===== src/hw/rtl/scom_pkg.sv =====
// scom_pkg: shared widths, constants, register indexes and struct types
// for the scan curvature and occlusion marker; no dependencies
`default_nettype none

package scom_pkg;

  localparam int RANGE_W = 18;
  localparam int COL_W = 12;
  localparam int IDX_W = 16;
  localparam int CURV_W = 43;
  localparam int THR_W = 16;
  localparam int RATIO_W = 16;

  // sliding window
  localparam int DEPTH = 12;
  localparam int SLOT_W = 4;
  localparam int HELD_W = 4;

  // running sums and signed tap sum
  localparam int SUM_W = 23;
  localparam int S_W = 23;
  localparam int MAG_W = 22;
  localparam int PROD_W = RANGE_W + RATIO_W;

  localparam int MAX_POINTS_DEF = 65536;
  localparam int QUEUE_DEPTH_DEF = 4;

  // configuration port
  localparam int CFG_IDX_W = 3;
  localparam int CFG_DATA_W = 16;

  localparam logic [CFG_IDX_W-1:0] REG_SENSOR_MODE = 3'd0;
  localparam logic [CFG_IDX_W-1:0] REG_OCC_THRESHOLD = 3'd1;
  localparam logic [CFG_IDX_W-1:0] REG_BEAM_RATIO_SPIN = 3'd2;
  localparam logic [CFG_IDX_W-1:0] REG_BEAM_RATIO_SOLID = 3'd3;
  localparam logic [CFG_IDX_W-1:0] REG_COLUMN_GAP = 3'd4;

  localparam logic [THR_W-1:0] OCC_THRESHOLD_RST = 16'd300;
  localparam logic [RATIO_W-1:0] BEAM_RATIO_SPIN_RST = 16'd1311;
  localparam logic [RATIO_W-1:0] BEAM_RATIO_SOLID_RST = 16'd6554;
  localparam logic [COL_W-1:0] COLUMN_GAP_RST = 12'd10;

  typedef struct packed {
    logic               sensor_mode;
    logic [THR_W-1:0]   occlusion_threshold_mm;
    logic [RATIO_W-1:0] beam_ratio_spin_q16;
    logic [RATIO_W-1:0] beam_ratio_solid_q16;
    logic [COL_W-1:0]   column_gap_limit;
  } cfg_t;

  // one queued result, curvature still as signed tap sum
  typedef struct packed {
    logic [IDX_W-1:0]  point_index;
    logic signed [S_W-1:0] tap_sum;
    logic              interior;
    logic              picked;
    logic              last_result;
  } entry_t;

endpackage

`default_nettype wire


===== src/hw/rtl/scom_in_if.sv =====
// scom_in_if: point input channel, valid/ready with point payload
// depends on scom_pkg
`default_nettype none

interface scom_in_if;
  import scom_pkg::*;

  logic               valid;
  logic               ready;
  logic [RANGE_W-1:0] range_mm;
  logic [COL_W-1:0]   column;
  logic               last_point;

  modport source (output valid, range_mm, column, last_point, input ready);
  modport sink (input valid, range_mm, column, last_point, output ready);
endinterface

`default_nettype wire


===== src/hw/rtl/scom_out_if.sv =====
// scom_out_if: result output channel, valid/ready with result payload
// depends on scom_pkg
`default_nettype none

interface scom_out_if;
  import scom_pkg::*;

  logic              valid;
  logic              ready;
  logic [IDX_W-1:0]  point_index;
  logic [CURV_W-1:0] curvature;
  logic              interior;
  logic              picked;
  logic              last_result;

  modport source (output valid, point_index, curvature, interior, picked, last_result,
                  input ready);
  modport sink (input valid, point_index, curvature, interior, picked, last_result,
                output ready);
endinterface

`default_nettype wire


===== src/hw/rtl/scom_queue.sv =====
// scom_queue: small register queue of result entries between front and back
// depends on scom_pkg
`default_nettype none

module scom_queue #(
  parameter int unsigned Q_DEPTH = scom_pkg::QUEUE_DEPTH_DEF
) (
  input  logic             clk,
  input  logic             rst,
  input  logic             push,
  input  scom_pkg::entry_t push_entry,
  output logic             full,
  input  logic             pop,
  output logic             not_empty,
  output scom_pkg::entry_t head
);
  import scom_pkg::*;

  localparam int PTR_W = (Q_DEPTH > 1) ? $clog2(Q_DEPTH) : 1;
  localparam int CNT_W = $clog2(Q_DEPTH + 1);

  entry_t             mem [Q_DEPTH];
  logic [PTR_W-1:0]   wr_ptr;
  logic [PTR_W-1:0]   rd_ptr;
  logic [CNT_W-1:0]   count;
  logic               do_push;
  logic               do_pop;

  assign full = (count == CNT_W'(Q_DEPTH));
  assign not_empty = (count != '0);
  assign head = mem[rd_ptr];
  assign do_push = push && !full;
  assign do_pop = pop && not_empty;

  always_ff @(posedge clk) begin
    if (do_push) begin
      mem[wr_ptr] <= push_entry;
    end
  end

  always_ff @(posedge clk) begin
    if (rst) begin
      wr_ptr <= '0;
      rd_ptr <= '0;
      count <= '0;
    end else begin
      if (do_push) begin
        wr_ptr <= (wr_ptr == PTR_W'(Q_DEPTH - 1)) ? '0 : wr_ptr + 1'b1;
      end
      if (do_pop) begin
        rd_ptr <= (rd_ptr == PTR_W'(Q_DEPTH - 1)) ? '0 : rd_ptr + 1'b1;
      end
      case ({do_push, do_pop})
        2'b10:   count <= count + 1'b1;
        2'b01:   count <= count - 1'b1;
        default: count <= count;
      endcase
    end
  end

endmodule

`default_nettype wire


===== src/hw/rtl/scom_front.sv =====
// scom_front: accepts points, keeps the 12-point window, tap sums and marks,
// and hands finished entries to the queue; depends on scom_pkg, scom_in_if
`default_nettype none

module scom_front #(
  parameter int unsigned MAX_POINTS = scom_pkg::MAX_POINTS_DEF
) (
  input  logic             clk,
  input  logic             rst,
  scom_in_if.sink          point_ch,
  input  scom_pkg::cfg_t   cfg,
  input  logic             q_full,
  output logic             push,
  output scom_pkg::entry_t push_entry
);
  import scom_pkg::*;

  localparam int CNT_W = $clog2(MAX_POINTS);
  localparam logic [HELD_W-1:0] HELD_FULL = HELD_W'(DEPTH);
  localparam logic [HELD_W-1:0] HELD_INNER = HELD_W'(DEPTH - 1);

  logic [RANGE_W-1:0]    range_w [DEPTH];
  logic [COL_W-1:0]      col_w [DEPTH];
  logic [IDX_W-1:0]      idx_w [DEPTH];
  logic signed [S_W-1:0] s_w [DEPTH];
  logic                  inner_w [DEPTH];
  logic                  mark_w [DEPTH];
  logic [SUM_W-1:0]      sum11;
  logic [SUM_W-1:0]      sum5;
  logic [HELD_W-1:0]     held;
  logic [CNT_W-1:0]      cnt;
  logic                  flushing;
  logic [SLOT_W-1:0]     flush_ptr;

  logic [RANGE_W-1:0]    range_next [DEPTH];
  logic [COL_W-1:0]      col_next [DEPTH];
  logic [IDX_W-1:0]      idx_next [DEPTH];
  logic signed [S_W-1:0] s_next [DEPTH];
  logic                  inner_next [DEPTH];
  logic                  mark_next [DEPTH];
  logic [SUM_W-1:0]      sum11_next;
  logic [SUM_W-1:0]      sum5_next;
  logic [HELD_W-1:0]     held_next;

  logic                  fire;
  logic                  flush_step;
  logic                  clear;
  logic                  solid;
  logic [SUM_W-1:0]      ctr;
  logic [SUM_W-1:0]      tap_sel;
  logic [RANGE_W-1:0]    r0;
  logic [RANGE_W-1:0]    r1;
  logic [RANGE_W-1:0]    r7;
  logic [COL_W-1:0]      cdiff;
  logic                  adjacent;
  logic                  occ_down;
  logic                  occ_up;
  logic [RANGE_W-1:0]    thr;
  logic [RATIO_W-1:0]    ratio;
  logic [PROD_W-1:0]     lim;
  logic [RANGE_W-1:0]    d_prev;
  logic [RANGE_W-1:0]    d_next;

  assign point_ch.ready = !flushing && !q_full;
  assign fire = point_ch.valid && point_ch.ready;
  assign flush_step = flushing && !q_full;
  assign clear = rst || (flush_step && (flush_ptr == '0));
  assign solid = cfg.sensor_mode;

  always_comb begin
    range_next[0] = point_ch.range_mm;
    col_next[0] = point_ch.column;
    idx_next[0] = IDX_W'(cnt);
    s_next[0] = '0;
    inner_next[0] = 1'b0;
    mark_next[0] = 1'b0;
    for (int k = 1; k < DEPTH; k++) begin
      range_next[k] = range_w[k-1];
      col_next[k] = col_w[k-1];
      idx_next[k] = idx_w[k-1];
      s_next[k] = s_w[k-1];
      inner_next[k] = inner_w[k-1];
      mark_next[k] = mark_w[k-1];
    end

    held_next = (held == HELD_FULL) ? held : held + 1'b1;

    // running sums over slots 0..10 and 3..7 of the shifted window
    sum11_next = sum11 + SUM_W'(point_ch.range_mm) - SUM_W'(range_w[10]);
    sum5_next = sum5 + SUM_W'(range_w[2]) - SUM_W'(range_w[7]);

    // centre point lands in slot 5
    ctr = SUM_W'(range_w[4]);
    if (solid) begin
      tap_sel = sum5_next - ((ctr << 2) + ctr);
    end else begin
      tap_sel = sum11_next - ((ctr << 3) + (ctr << 1) + ctr);
    end
    if (held_next >= HELD_INNER) begin
      s_next[5] = $signed(tap_sel);
      inner_next[5] = 1'b1;
    end

    // marking rule for shifted slot 6
    r0 = range_w[5];
    r1 = range_w[4];
    r7 = range_w[6];
    cdiff = (col_w[4] > col_w[5]) ? col_w[4] - col_w[5] : col_w[5] - col_w[4];
    adjacent = cdiff < cfg.column_gap_limit;
    thr = RANGE_W'(cfg.occlusion_threshold_mm);
    occ_down = (r0 > r1) && ((r0 - r1) > thr);
    occ_up = (r1 > r0) && ((r1 - r0) > thr);
    ratio = solid ? cfg.beam_ratio_solid_q16 : cfg.beam_ratio_spin_q16;
    lim = PROD_W'(ratio) * PROD_W'(r0);
    d_prev = (r7 > r0) ? r7 - r0 : r0 - r7;
    d_next = (r1 > r0) ? r1 - r0 : r0 - r1;

    if (held_next == HELD_FULL) begin
      if (adjacent) begin
        if (occ_down) begin
          for (int k = 6; k < DEPTH; k++) begin
            if (k <= 7 || !solid) mark_next[k] = 1'b1;
          end
        end else if (occ_up) begin
          for (int k = 0; k <= 5; k++) begin
            if (k >= 4 || !solid) mark_next[k] = 1'b1;
          end
        end
      end
      if (({d_prev, 16'h0} > lim) && ({d_next, 16'h0} > lim)) begin
        mark_next[6] = 1'b1;
      end
    end
  end

  always_comb begin
    if (flushing) begin
      push = !q_full;
      push_entry.point_index = idx_w[flush_ptr];
      push_entry.tap_sum = s_w[flush_ptr];
      push_entry.interior = inner_w[flush_ptr];
      push_entry.picked = mark_w[flush_ptr];
      push_entry.last_result = (flush_ptr == '0);
    end else begin
      push = fire && !point_ch.last_point && (held_next == HELD_FULL);
      push_entry.point_index = idx_next[DEPTH-1];
      push_entry.tap_sum = s_next[DEPTH-1];
      push_entry.interior = inner_next[DEPTH-1];
      push_entry.picked = mark_next[DEPTH-1];
      push_entry.last_result = 1'b0;
    end
  end

  always_ff @(posedge clk) begin
    if (clear) begin
      range_w <= '{default: '0};
      col_w <= '{default: '0};
      idx_w <= '{default: '0};
      s_w <= '{default: '0};
      inner_w <= '{default: 1'b0};
      mark_w <= '{default: 1'b0};
      sum11 <= '0;
      sum5 <= '0;
      held <= '0;
      cnt <= '0;
      flushing <= 1'b0;
      flush_ptr <= '0;
    end else if (fire) begin
      range_w <= range_next;
      col_w <= col_next;
      idx_w <= idx_next;
      s_w <= s_next;
      inner_w <= inner_next;
      mark_w <= mark_next;
      sum11 <= sum11_next;
      sum5 <= sum5_next;
      held <= held_next;
      cnt <= (cnt == CNT_W'(MAX_POINTS - 1)) ? '0 : cnt + 1'b1;
      if (point_ch.last_point) begin
        flushing <= 1'b1;
        flush_ptr <= SLOT_W'(held_next - 1'b1);
      end
    end else if (flush_step) begin
      flush_ptr <= flush_ptr - 1'b1;
    end
  end

endmodule

`default_nettype wire


===== src/hw/rtl/scom_back.sv =====
// scom_back: takes queued entries, forms |tap sum| then its square,
// and drives the result channel; depends on scom_pkg, scom_out_if
`default_nettype none

module scom_back (
  input  logic             clk,
  input  logic             rst,
  input  logic             q_valid,
  input  scom_pkg::entry_t head,
  output logic             pop,
  scom_out_if.source       result_ch
);
  import scom_pkg::*;

  logic                 v1;
  logic                 v2;
  logic                 en1;
  logic                 en2;
  logic [MAG_W-1:0]     mag_in;
  logic [MAG_W-1:0]     mag1;
  logic [2*MAG_W-1:0]   sq;
  logic [IDX_W-1:0]     idx1;
  logic                 inner1;
  logic                 picked1;
  logic                 last1;
  logic [IDX_W-1:0]     idx2;
  logic [CURV_W-1:0]    curv2;
  logic                 inner2;
  logic                 picked2;
  logic                 last2;

  assign en2 = !v2 || result_ch.ready;
  assign en1 = !v1 || en2;
  assign pop = q_valid && en1;

  assign mag_in = head.tap_sum[S_W-1] ? MAG_W'(-head.tap_sum) : MAG_W'(head.tap_sum);
  assign sq = mag1 * mag1;

  always_ff @(posedge clk) begin
    if (rst) begin
      v1 <= 1'b0;
      v2 <= 1'b0;
    end else begin
      if (en1) v1 <= q_valid;
      if (en2) v2 <= v1;
    end
  end

  always_ff @(posedge clk) begin
    if (en1 && q_valid) begin
      mag1 <= mag_in;
      idx1 <= head.point_index;
      inner1 <= head.interior;
      picked1 <= head.picked;
      last1 <= head.last_result;
    end
    if (en2 && v1) begin
      curv2 <= sq[CURV_W-1:0];
      idx2 <= idx1;
      inner2 <= inner1;
      picked2 <= picked1;
      last2 <= last1;
    end
  end

  assign result_ch.valid = v2;
  assign result_ch.point_index = idx2;
  assign result_ch.curvature = curv2;
  assign result_ch.interior = inner2;
  assign result_ch.picked = picked2;
  assign result_ch.last_result = last2;

endmodule

`default_nettype wire


===== src/hw/rtl/scan_curvature_occlusion_marker.sv =====
// scan curvature and occlusion marker, top level; uses scom_pkg, scom_in_if,
// scom_out_if, scom_front, scom_queue, scom_back
// throughput: one point word per cycle unless the queue is full; a point with
//   last_point set is followed by a flush of the held points (up to 12), one per
//   cycle unless the queue is full, from the window's single read port, while the
//   input is stalled; results pass the queue, the magnitude and output registers
// reset: synchronous, clears scan state, queue and pipeline, config to defaults
`default_nettype none

module scan_curvature_occlusion_marker #(
  parameter int unsigned MAX_POINTS = scom_pkg::MAX_POINTS_DEF,
  parameter int unsigned Q_DEPTH = scom_pkg::QUEUE_DEPTH_DEF
) (
  input  logic                           clk,
  input  logic                           rst,
  scom_in_if.sink                        point_ch,
  scom_out_if.source                     result_ch,
  input  logic                           cfg_we,
  input  logic [scom_pkg::CFG_IDX_W-1:0] cfg_index,
  input  logic [scom_pkg::CFG_DATA_W-1:0] cfg_wdata
);
  import scom_pkg::*;

  // configuration registers; the user writes them only while the block is idle, the block does not enforce it
  cfg_t   cfg;

  // front to queue
  logic   push;
  entry_t push_entry;
  logic   q_full;

  // queue to back
  logic   q_valid;
  logic   pop;
  entry_t head;

  always_ff @(posedge clk) begin
    if (rst) begin
      cfg.sensor_mode <= 1'b0;
      cfg.occlusion_threshold_mm <= OCC_THRESHOLD_RST;
      cfg.beam_ratio_spin_q16 <= BEAM_RATIO_SPIN_RST;
      cfg.beam_ratio_solid_q16 <= BEAM_RATIO_SOLID_RST;
      cfg.column_gap_limit <= COLUMN_GAP_RST;
    end else if (cfg_we) begin
      // indexes past the register list are dropped
      unique case (cfg_index)
        REG_SENSOR_MODE:      cfg.sensor_mode <= cfg_wdata[0];
        REG_OCC_THRESHOLD:    cfg.occlusion_threshold_mm <= cfg_wdata[THR_W-1:0];
        REG_BEAM_RATIO_SPIN:  cfg.beam_ratio_spin_q16 <= cfg_wdata[RATIO_W-1:0];
        REG_BEAM_RATIO_SOLID: cfg.beam_ratio_solid_q16 <= cfg_wdata[RATIO_W-1:0];
        REG_COLUMN_GAP:       cfg.column_gap_limit <= cfg_wdata[COL_W-1:0];
        default: ;
      endcase
    end
  end

  // front: window shift, tap sums for the slot-5 point, marks from the
  // slot-6 point, emits the slot-11 point or runs the end-of-scan flush
  scom_front #(
    .MAX_POINTS (MAX_POINTS)
  ) u_front (
    .clk        (clk),
    .rst        (rst),
    .point_ch   (point_ch),
    .cfg        (cfg),
    .q_full     (q_full),
    .push       (push),
    .push_entry (push_entry)
  );

  // short queue so front and back stall independently
  scom_queue #(
    .Q_DEPTH (Q_DEPTH)
  ) u_queue (
    .clk        (clk),
    .rst        (rst),
    .push       (push),
    .push_entry (push_entry),
    .full       (q_full),
    .pop        (pop),
    .not_empty  (q_valid),
    .head       (head)
  );

  // back: magnitude then square, last stage is the output register
  scom_back u_back (
    .clk       (clk),
    .rst       (rst),
    .q_valid   (q_valid),
    .head      (head),
    .pop       (pop),
    .result_ch (result_ch)
  );

endmodule

`default_nettype wire


===== src/flat_wrapper.sv =====
// flat-port wrapper written by rule: the top's interface ports become plain ports
module scan_curvature_occlusion_marker_flat import scom_pkg::*;
#(
  parameter int unsigned MAX_POINTS = scom_pkg::MAX_POINTS_DEF,
  parameter int unsigned Q_DEPTH = scom_pkg::QUEUE_DEPTH_DEF
)
  (clk, rst, cfg_we, cfg_index, cfg_wdata, point_ch_valid, point_ch_range_mm, point_ch_column, point_ch_last_point, point_ch_ready, result_ch_valid, result_ch_point_index, result_ch_curvature, result_ch_interior, result_ch_picked, result_ch_last_result, result_ch_ready);
  scom_in_if point_ch_i ();
  scom_out_if result_ch_i ();
  input  logic clk;
  input  logic rst;
  input  logic cfg_we;
  input  logic [scom_pkg::CFG_IDX_W-1:0] cfg_index;
  input  logic [scom_pkg::CFG_DATA_W-1:0] cfg_wdata;
  input wire logic [$bits(point_ch_i.valid)-1:0] point_ch_valid;
  input wire logic [$bits(point_ch_i.range_mm)-1:0] point_ch_range_mm;
  input wire logic [$bits(point_ch_i.column)-1:0] point_ch_column;
  input wire logic [$bits(point_ch_i.last_point)-1:0] point_ch_last_point;
  output wire logic [$bits(point_ch_i.ready)-1:0] point_ch_ready;
  output wire logic [$bits(result_ch_i.valid)-1:0] result_ch_valid;
  output wire logic [$bits(result_ch_i.point_index)-1:0] result_ch_point_index;
  output wire logic [$bits(result_ch_i.curvature)-1:0] result_ch_curvature;
  output wire logic [$bits(result_ch_i.interior)-1:0] result_ch_interior;
  output wire logic [$bits(result_ch_i.picked)-1:0] result_ch_picked;
  output wire logic [$bits(result_ch_i.last_result)-1:0] result_ch_last_result;
  input wire logic [$bits(result_ch_i.ready)-1:0] result_ch_ready;
  assign point_ch_i.valid = point_ch_valid;
  assign point_ch_i.range_mm = point_ch_range_mm;
  assign point_ch_i.column = point_ch_column;
  assign point_ch_i.last_point = point_ch_last_point;
  assign point_ch_ready = point_ch_i.ready;
  assign result_ch_valid = result_ch_i.valid;
  assign result_ch_point_index = result_ch_i.point_index;
  assign result_ch_curvature = result_ch_i.curvature;
  assign result_ch_interior = result_ch_i.interior;
  assign result_ch_picked = result_ch_i.picked;
  assign result_ch_last_result = result_ch_i.last_result;
  assign result_ch_i.ready = result_ch_ready;
  scan_curvature_occlusion_marker #(.MAX_POINTS(MAX_POINTS), .Q_DEPTH(Q_DEPTH)) u_core (.clk(clk), .rst(rst), .point_ch(point_ch_i), .result_ch(result_ch_i), .cfg_we(cfg_we), .cfg_index(cfg_index), .cfg_wdata(cfg_wdata));
endmodule

===== config.mk =====
export PLATFORM = sky130hd
export DESIGN_NAME = scan_curvature_occlusion_marker_flat
export DESIGN_NICKNAME = d
export VERILOG_FILES = /design/src/hw/rtl/scom_pkg.sv /design/src/hw/rtl/scom_in_if.sv /design/src/hw/rtl/scom_out_if.sv /design/src/hw/rtl/scom_queue.sv /design/src/hw/rtl/scom_front.sv /design/src/hw/rtl/scom_back.sv /design/src/hw/rtl/scan_curvature_occlusion_marker.sv /design/src/flat_wrapper.sv
export SDC_FILE = /design/constraint.sdc
export NUM_CORES = 2
export LEC_CHECK = 0
export ABC_AREA = 1
export BUFFER_PORTS_ARGS = -buffer_cell sky130_fd_sc_hd__buf_2
export CAP_MARGIN = 10
export CORE_MARGIN = 5
export CORE_UTILIZATION = 60
export CTS_CLUSTER_DIAMETER = 150
export DETAILED_ROUTE_END_ITERATION = 10
export PLACE_DENSITY = 0.79
export SYNTH_ARGS = -nofsm -noshare
export SYNTH_HDL_FRONTEND = slang
export SYNTH_SLANG_ARGS = --single-unit

===== constraint.sdc =====
create_clock -name clk -period 13.7 [get_ports clk]
set_clock_uncertainty 0.2 [all_clocks]
set_input_delay 1.37 -clock clk [delete_from_list [all_inputs] [get_ports clk]]
set_output_delay 1.37 -clock clk [all_outputs]
set_load 0.05 [all_outputs]

## Yosys cells after proc, flatten, opt, wreduce, memory -nomap -nowiden

Memories as Yosys holds them, arrays and structs flattened. A register that Yosys moved wholly into a read port is not among the register bits.
Cells that the tools add are included.

| operators by class | value |
|---|---|
| $add $sub $neg | 24 |
| bitwise operators | 1 |
| equal/unequal tests | 13 |
| $mul | 2 |
| $lt $le $gt $ge | 11 |
| multiplexer cells | 48 |
| reduce and logical (&&, ||, !) cells | 33 |

Operators with widths:

| cell | number |
|---|---|
| binary-select mux 23 bit (select 4 bit) | 1 |
| 2-to-1 mux 23 bit | 4 |
| subtractor 18 bit | 4 |
| > comparator 34 bit | 2 |
| binary-select mux 16 bit (select 4 bit) | 1 |
| 2-to-1 mux 16 bit | 4 |
| > comparator 18 bit | 3 |
| adder 23 x 18 -> 23 bit | 2 |
| subtractor 23 x 18 -> 23 bit | 2 |
| multiplier 22 x 22 -> 43 bit | 1 |
| 2-to-1 mux 42 bit | 1 |
| > comparator 18 x 16 -> 1 bit | 2 |
| 2-to-1 mux 12 bit | 3 |
| 2-to-1 mux 18 bit | 2 |
| multiplier 16 x 18 -> 34 bit | 1 |
| subtractor 12 bit | 2 |
| adder 22 x 18 -> 23 bit | 1 |
| subtractor 23 x 21 -> 23 bit | 1 |
| subtractor 23 bit | 1 |
| adder 21 x 19 -> 22 bit | 1 |
| 2-to-1 mux 22 bit | 1 |
| negation 22 bit | 1 |
| adder 20 x 18 -> 21 bit | 1 |
| 2-to-1 mux 6 bit | 3 |
| 32 further kinds | 87 |

| word-level totals | value |
|---|---|
| memories | 1 |
| bits of input ports | 55 |
| logic and storage cells | 214 |
| memory bits (writable) | 168 |
| output and inout bits | 64 |
| register bits after elaboration | 886 |

Memories:

| name | depth | width | read ports | clocked after memory_dff | wr ports | RTL line | text |
|---|---|---|---|---|---|---|---|
| u_core.u_queue.mem | 4 | 42 | 1 | 1 | 1 | scom_queue.sv:22 | `entry_t mem [Q_DEPTH];` |

## Logic depth before layout (Yosys ltp)

| logic depth | value |
|---|---|
| word-level depth | 10 |
| gate-level depth with buffers | 41 |
| depth with buffers taken out | 40 |

## Cells and area by module

Synthesis repeated with hierarchy kept, for this count alone.

| unflattened totals | value |
|---|---|
| cell total of the unflattened synthesis | 10,408 |
| area, all modules | 79,561.3 um^2 |

Modules (own cells, without submodules):

| module | sequential area each (um^2) | area each (um^2) | instances | cells each |
|---|---|---|---|---|
| scom_front | 14,273.7 | 51,689.6 | 1 | 7,380 |
| scom_back | 3,103.0 | 18,734.2 | 1 | 2,213 |
| scom_queue | 5,225.0 | 6,717.7 | 1 | 475 |
| scan_curvature_occlusion_marker | 1,221.2 | 2,419.8 | 1 | 340 |

## Worst setup path after synthesis

OpenSTA, ideal clock, no wires.

| timing | value |
|---|---|
| path kind | register to register |
| from | register, netlist name u_core.cfg[60] |
| to | register u_core.u_front.mark_w[5] (netlist bit) |
| clock period less this slack | 7.245 ns |
| required time | 13.434 ns |
| path slack | 6.455 ns |
| path buffers | 2 |
| stages on the path, launching flop included | 38 |
| setup time | 0.066 ns |
| data arrival time | 6.979 ns |
| cells stage by stage | dfxtp_1 inv_1 clkbuf_1 or2_2 o21ai_1 clkbuf_1 nor2_1 fa_1 inv_1 fa_1 fa_1 inv_1 fa_1 fa_1 inv_1 fa_1 inv_1 ha_1 [2 not listed] nand2_1 nand2_1 inv_1 nand3_1 nand3_1 nand2_1 a221oi_1 xor2_1 ha_1 nand4_1 o221a_2 nand2_1 nand2_1 nand2_1 nand2_1 nand2_1 nand3_2 a21oi_2 |

| between the ends | value |
|---|---|
| longest elaborated chain between the ends | 6 |
| elaborated cells on any way between the ends | 7 |
| those cells by class | mul (1); order compare (2); mux (3); reduce/logical (1) |

Ends and longest elaborated chain:

| item | RTL line | text |
|---|---|---|
| 2-to-1 mux 16 bit * | scom_front.sv:113 | `ratio = solid ? cfg.beam_ratio_solid_q16 : cfg.beam_ratio_spin_q16;` |
| multiplier 16 x 18 -> 34 bit * | scom_front.sv:114 | `lim = PROD_W'(ratio) * PROD_W'(r0);` |
| > comparator 34 bit | scom_front.sv:130 | `if (({d_prev, 16'h0} > lim) && ({d_next, 16'h0} > lim)) begin` |
| logical AND 1 bit * | scom_front.sv:130 |  |
| 2-to-1 mux 1 bit * | scom_front.sv:130 |  |
| 2-to-1 mux 12 bit * | scom_front.sv:118 | `if (held_next == HELD_FULL) begin` |
| end signal, assigned | scom_front.sv:174 | `mark_w <= mark_next;` |
| end, declared | scom_front.sv:27 | `logic mark_w [DEPTH];` |

Mark *: on every way between the ends. The rest lies on a longest branch, timed or not.
A chain may end at the register's enable or synchronous reset.

## Worst setup path in the final report

| timing | value |
|---|---|
| from | register, netlist name u_core.cfg[60] |
| to | register u_core.u_front.mark_w[5] (netlist bit) |

| between the ends | value |
|---|---|
| longest elaborated chain between the ends | 6 |
| elaborated cells on any way between the ends | 7 |
| those cells by class | mul (1); order compare (2); mux (3); reduce/logical (1) |

Ends and longest elaborated chain:

| item | RTL line |
|---|---|
| 2-to-1 mux 16 bit * | scom_front.sv:113 |
| multiplier 16 x 18 -> 34 bit * | scom_front.sv:114 |
| > comparator 34 bit | scom_front.sv:130 |
| logical AND 1 bit * | scom_front.sv:130 |
| 2-to-1 mux 1 bit * | scom_front.sv:130 |
| 2-to-1 mux 12 bit * | scom_front.sv:118 |

Marks and branches as above.

==> impl_metrics.json <==
{
  "finalHoldViolations": 0,
  "clock_tree.buffer_depth": 3,
  "initial_utilization_pct": 60.5,
  "dp.cells": 11700,
  "transition_at_the_pin_with_the_smallest_max_transition_slack_ns": 1.21,
  "grt_util_met2_pct": 48.5,
  "avgSynthCellArea_um2": 7.78,
  "worstHoldPathType": "flip-flop to flip-flop",
  "fillerInstances": 11200,
  "cap_violations": 0,
  "cts_setup_buffers": 0,
  "globalRouteTotalUtil_pct": 29.9,
  "grt.met3_usage_pct": 4.88,
  "setup_repair_after_global_routing_missed_its_margin": "false",
  "dieWidth_um": 374,
  "yosysTopAreaCell": "dfxtp_1",
  "final.min_clock_period_ns": 8.88,
  "setup.worst_path.end_class": "flip-flop",
  "cell_count_along_the_critical_path": 38,
  "dr.first_iter.drc_count": 6305,
  "buffer_ports.inserted": 117,
  "synthesis.area_mm2": 0.0797,
  "synthArstFlopShare_pct": 0,
  "outcome": "finished, final reports clean",
  "critPathBufInv": 9,
  "reg2reg_from": "u_core.cfg[60]",
  "crit_path_max_fanout": 50,
  "io_pins": 119,
  "ys_top_cells_by_area": "dfxtp_1 (20%), fa_1 (17%), inv_1 (12%)",
  "global_route_wire_length_before_repair_mm": 342,
  "dp_hpwl_mm": 154,
  "place_congestion": 0.979,
  "core.rowCount": 133,
  "clkSlewWorstSetupHoldPaths_ns": 0.07,
  "maximum_number_of_pins_on_one_net_before_global_route_repair": 293,
  "area_of_the_die_mm2": 0.140,
  "num_vias": 66000,
  "synthesis.yosys.warnings": 0,
  "synth_seq_area_share_pct": 29.9,
  "die_h_um": 374,
  "drv_slew": 0,
  "drc_errors": 0,
  "antenna_found_initial": 8,
  "fin_nets": 11300,
  "layout_cells_excl_fill": 11900,
  "timing.setup.critical_path_class": "flip-flop to flip-flop",
  "dr.pass1.iters": 8,
  "drt-total-wl_mm": 213,
  "clock_net_sink_count": 1055,
  "area.growth.synth_to_final_pct": 7.04,
  "post_drt_via_cell_ratio": 5.52,
  "number_of_flip_flops_and_latches_in_the_synthesized_netlist": 1055,
  "cp.arrival_ns": 9.22,
  "crit_start": "u_core.cfg[60]",
  "grt.met1_usage_pct": 41.4,
  "cts_resized": 0,
  "cell_class_contributing_the_biggest_share_of_worst_path_delay": "adder cells",
  "combined_area_of_the_multi_input_logic_cells_mm2": 0.0447,
  "worst_r2r_path_depth": 38,
  "synth_cell_types": 71,
  "clkLatencyLatePin_ns": 0.78,
  "number_of_enable_flip_flop_cells_after_synthesis": 270,
  "clock.fmax_ghz": 0.113,
  "layout.cells.most_common": "inv_1",
  "ctsHtreeMaxLevel": 3,
  "tritoncts": "done",
  "mostFrequentLayoutCells": "inv_1 (2,455), nand2_1 (1,396), a21oi_1 (1,029), o21ai_0 (1,025), dfxtp_1 (782)",
  "layout_cells_sized_above_1_pct": 4.99,
  "cp.required_ns": 14.04,
  "setup_violations": 0,
  "timing.critical_path.slowest_cell_delay_ns": 0.57,
  "setup-tns-final_ns": 0,
  "ys_dominant_reg_cell": "dfxtp_1",
  "post_cts_hold_buffer_count": 0,
  "slowest_stage": "fa_1",
  "cts_root_buf": "clkbuf_16",
  "synthesis.instances": 10200,
  "worst_setup_path_start_kind": "flip-flop",
  "globalRoute.totalOverflow": 0,
  "grt_most_used_layer": "met2",
  "post_drt_wl_per_cell_um": 17.8,
  "cts_buffers": 110,
  "period_utilization_post_route_pct": 64.9,
  "coreArea_mm2": 0.132,
  "via_count_of_the_first_global_routing_pass": 64800,
  "route.antenna.remaining_nets": 0,
  "netlist.area_leader.share_pct": 19.7,
  "timing.slew.headroom_pct": 19.2,
  "setup.reg_to_reg.worst_slack_ns": 4.82,
  "setup.worst_path.end": "u_core.u_front.mark_w[5]",
  "worstReg2RegEnd": "u_core.u_front.mark_w[5]",
  "area.sequential_mm2": 0.0238,
  "synth_fp_nets": 11500
}
==> state kept, by name, indices dropped and copies added (netlist names), 23 cells and up, named ones only <==
name	flops
u_core.u_front.range_next	144
u_core.u_front.s_w	23
u_core.u_queue.mem	168
u_core.u_front.sum5	23
u_core.u_front.sum11	23
u_core.u_front.s_next	138
u_core.u_front.col_next	72
u_core.u_back.result_ch.curvature	42
u_core.u_front.idx_next	176
u_core.cfg	61
==> cells by family after synthesis <==
kind of cell               count (synthesis)  share of synthesized area, %
buffers and inverters                   2936                          14.1
muxes                                      6                        0.0785
other                                      1                       0.00471
xor gates and xnor gates                 202                          2.22
and+or+nand+nor                         2440                          12.5
DFF                                     1055                          29.9
adders and majority gates               1193                          25.0
AOI/OAI and AO/OA                       2404                          16.3
==> metrics by stage <==
stage | instance area (um^2) | setup WS [ns] | utilization [%] | hold slack, ns
floorplan | 79700 | 6.45 | - | 0.200
CTS | 85300 | 4.89 | 64.7 | 0.215
global route | 85300 | 4.41 | 64.7 | 0.229
finish | 85300 | 4.82 | 64.7 | 0.206
global placement | 81300 | 5.08 | 61.7 | 0.204
detailed placement | 81300 | 4.95 | 61.7 | 0.208
==> cell usage after synthesis (all sizes together), types with 49 or more instances <==
cell type  count
inv         2471
nand2       1423
o21ai       1048
a21oi       1031
dfxtp        785
nor2         686
fa           662
ha           531
clkbuf       322
edfxtp       270
nand3        208
buf          127
xor2         121
xnor2         81
o221ai        49
==> worst reg2reg max path: cells and delay by family, from the launching register on <==
family | cells | cell delay (ns)
xor gates and xnor gates | 1 | 0.27
DFF | 1 | 0.31
AOI/OAI and AO/OA | 3 | 0.62
buffers and inverters | 9 | 1.66
adders and majority gates | 8 | 3.82
and+or+nand+nor | 17 | 1.85
==> per-layer routing <==
metal	part of all wire, %	vias up	wire [um]
li1	-	31700	-
met1	43	31500	91800
met2	46	2341	97500
met3	7.8	438	16700
met4	3.1	6	6660
met5	0.019	-	40
==> area by class of cell <==
cell class,count,share of cell area [%]
Sequential cell,1055,27.9
Clock buffer,144,3.64
Tap cell,1755,2.57
Clock inverter,64,1.05
Multi-Input combinational cell,6246,52.4
Antenna cell,2,0.00587
Inverter,2487,11.0
Timing Repair Buffer,193,1.40
==> worst min-delay path by stage <==
| stage | startpoint | to | slack [ns] | depth (start not counted) |
|---|---|---|---|---|
| 2_1_floorplan | u_core.u_back.inner1 | u_core.u_back.result_ch.interior | 0.20 | 0 |
| 3_3_place_gp | u_core.u_back.picked1 | u_core.u_back.result_ch.picked | 0.20 | 0 |
| 3_5_place_dp | u_core.u_back.picked1 | u_core.u_back.result_ch.picked | 0.21 | 0 |
| 4_1_cts | u_core.u_front.range_next[128] | u_core.u_front.r1[2] | 0.22 | 2 |
| 5_1_grt | u_core.u_back.inner1 | u_core.u_back.result_ch.interior | 0.23 | 0 |
| 6_report | u_core.u_front.range_next[128] | u_core.u_front.r1[2] | 0.21 | 2 |
Power is left out: the tool's default activity adds up to more than one toggle a clock period on the data nets, which glitch-free logic cannot reach.
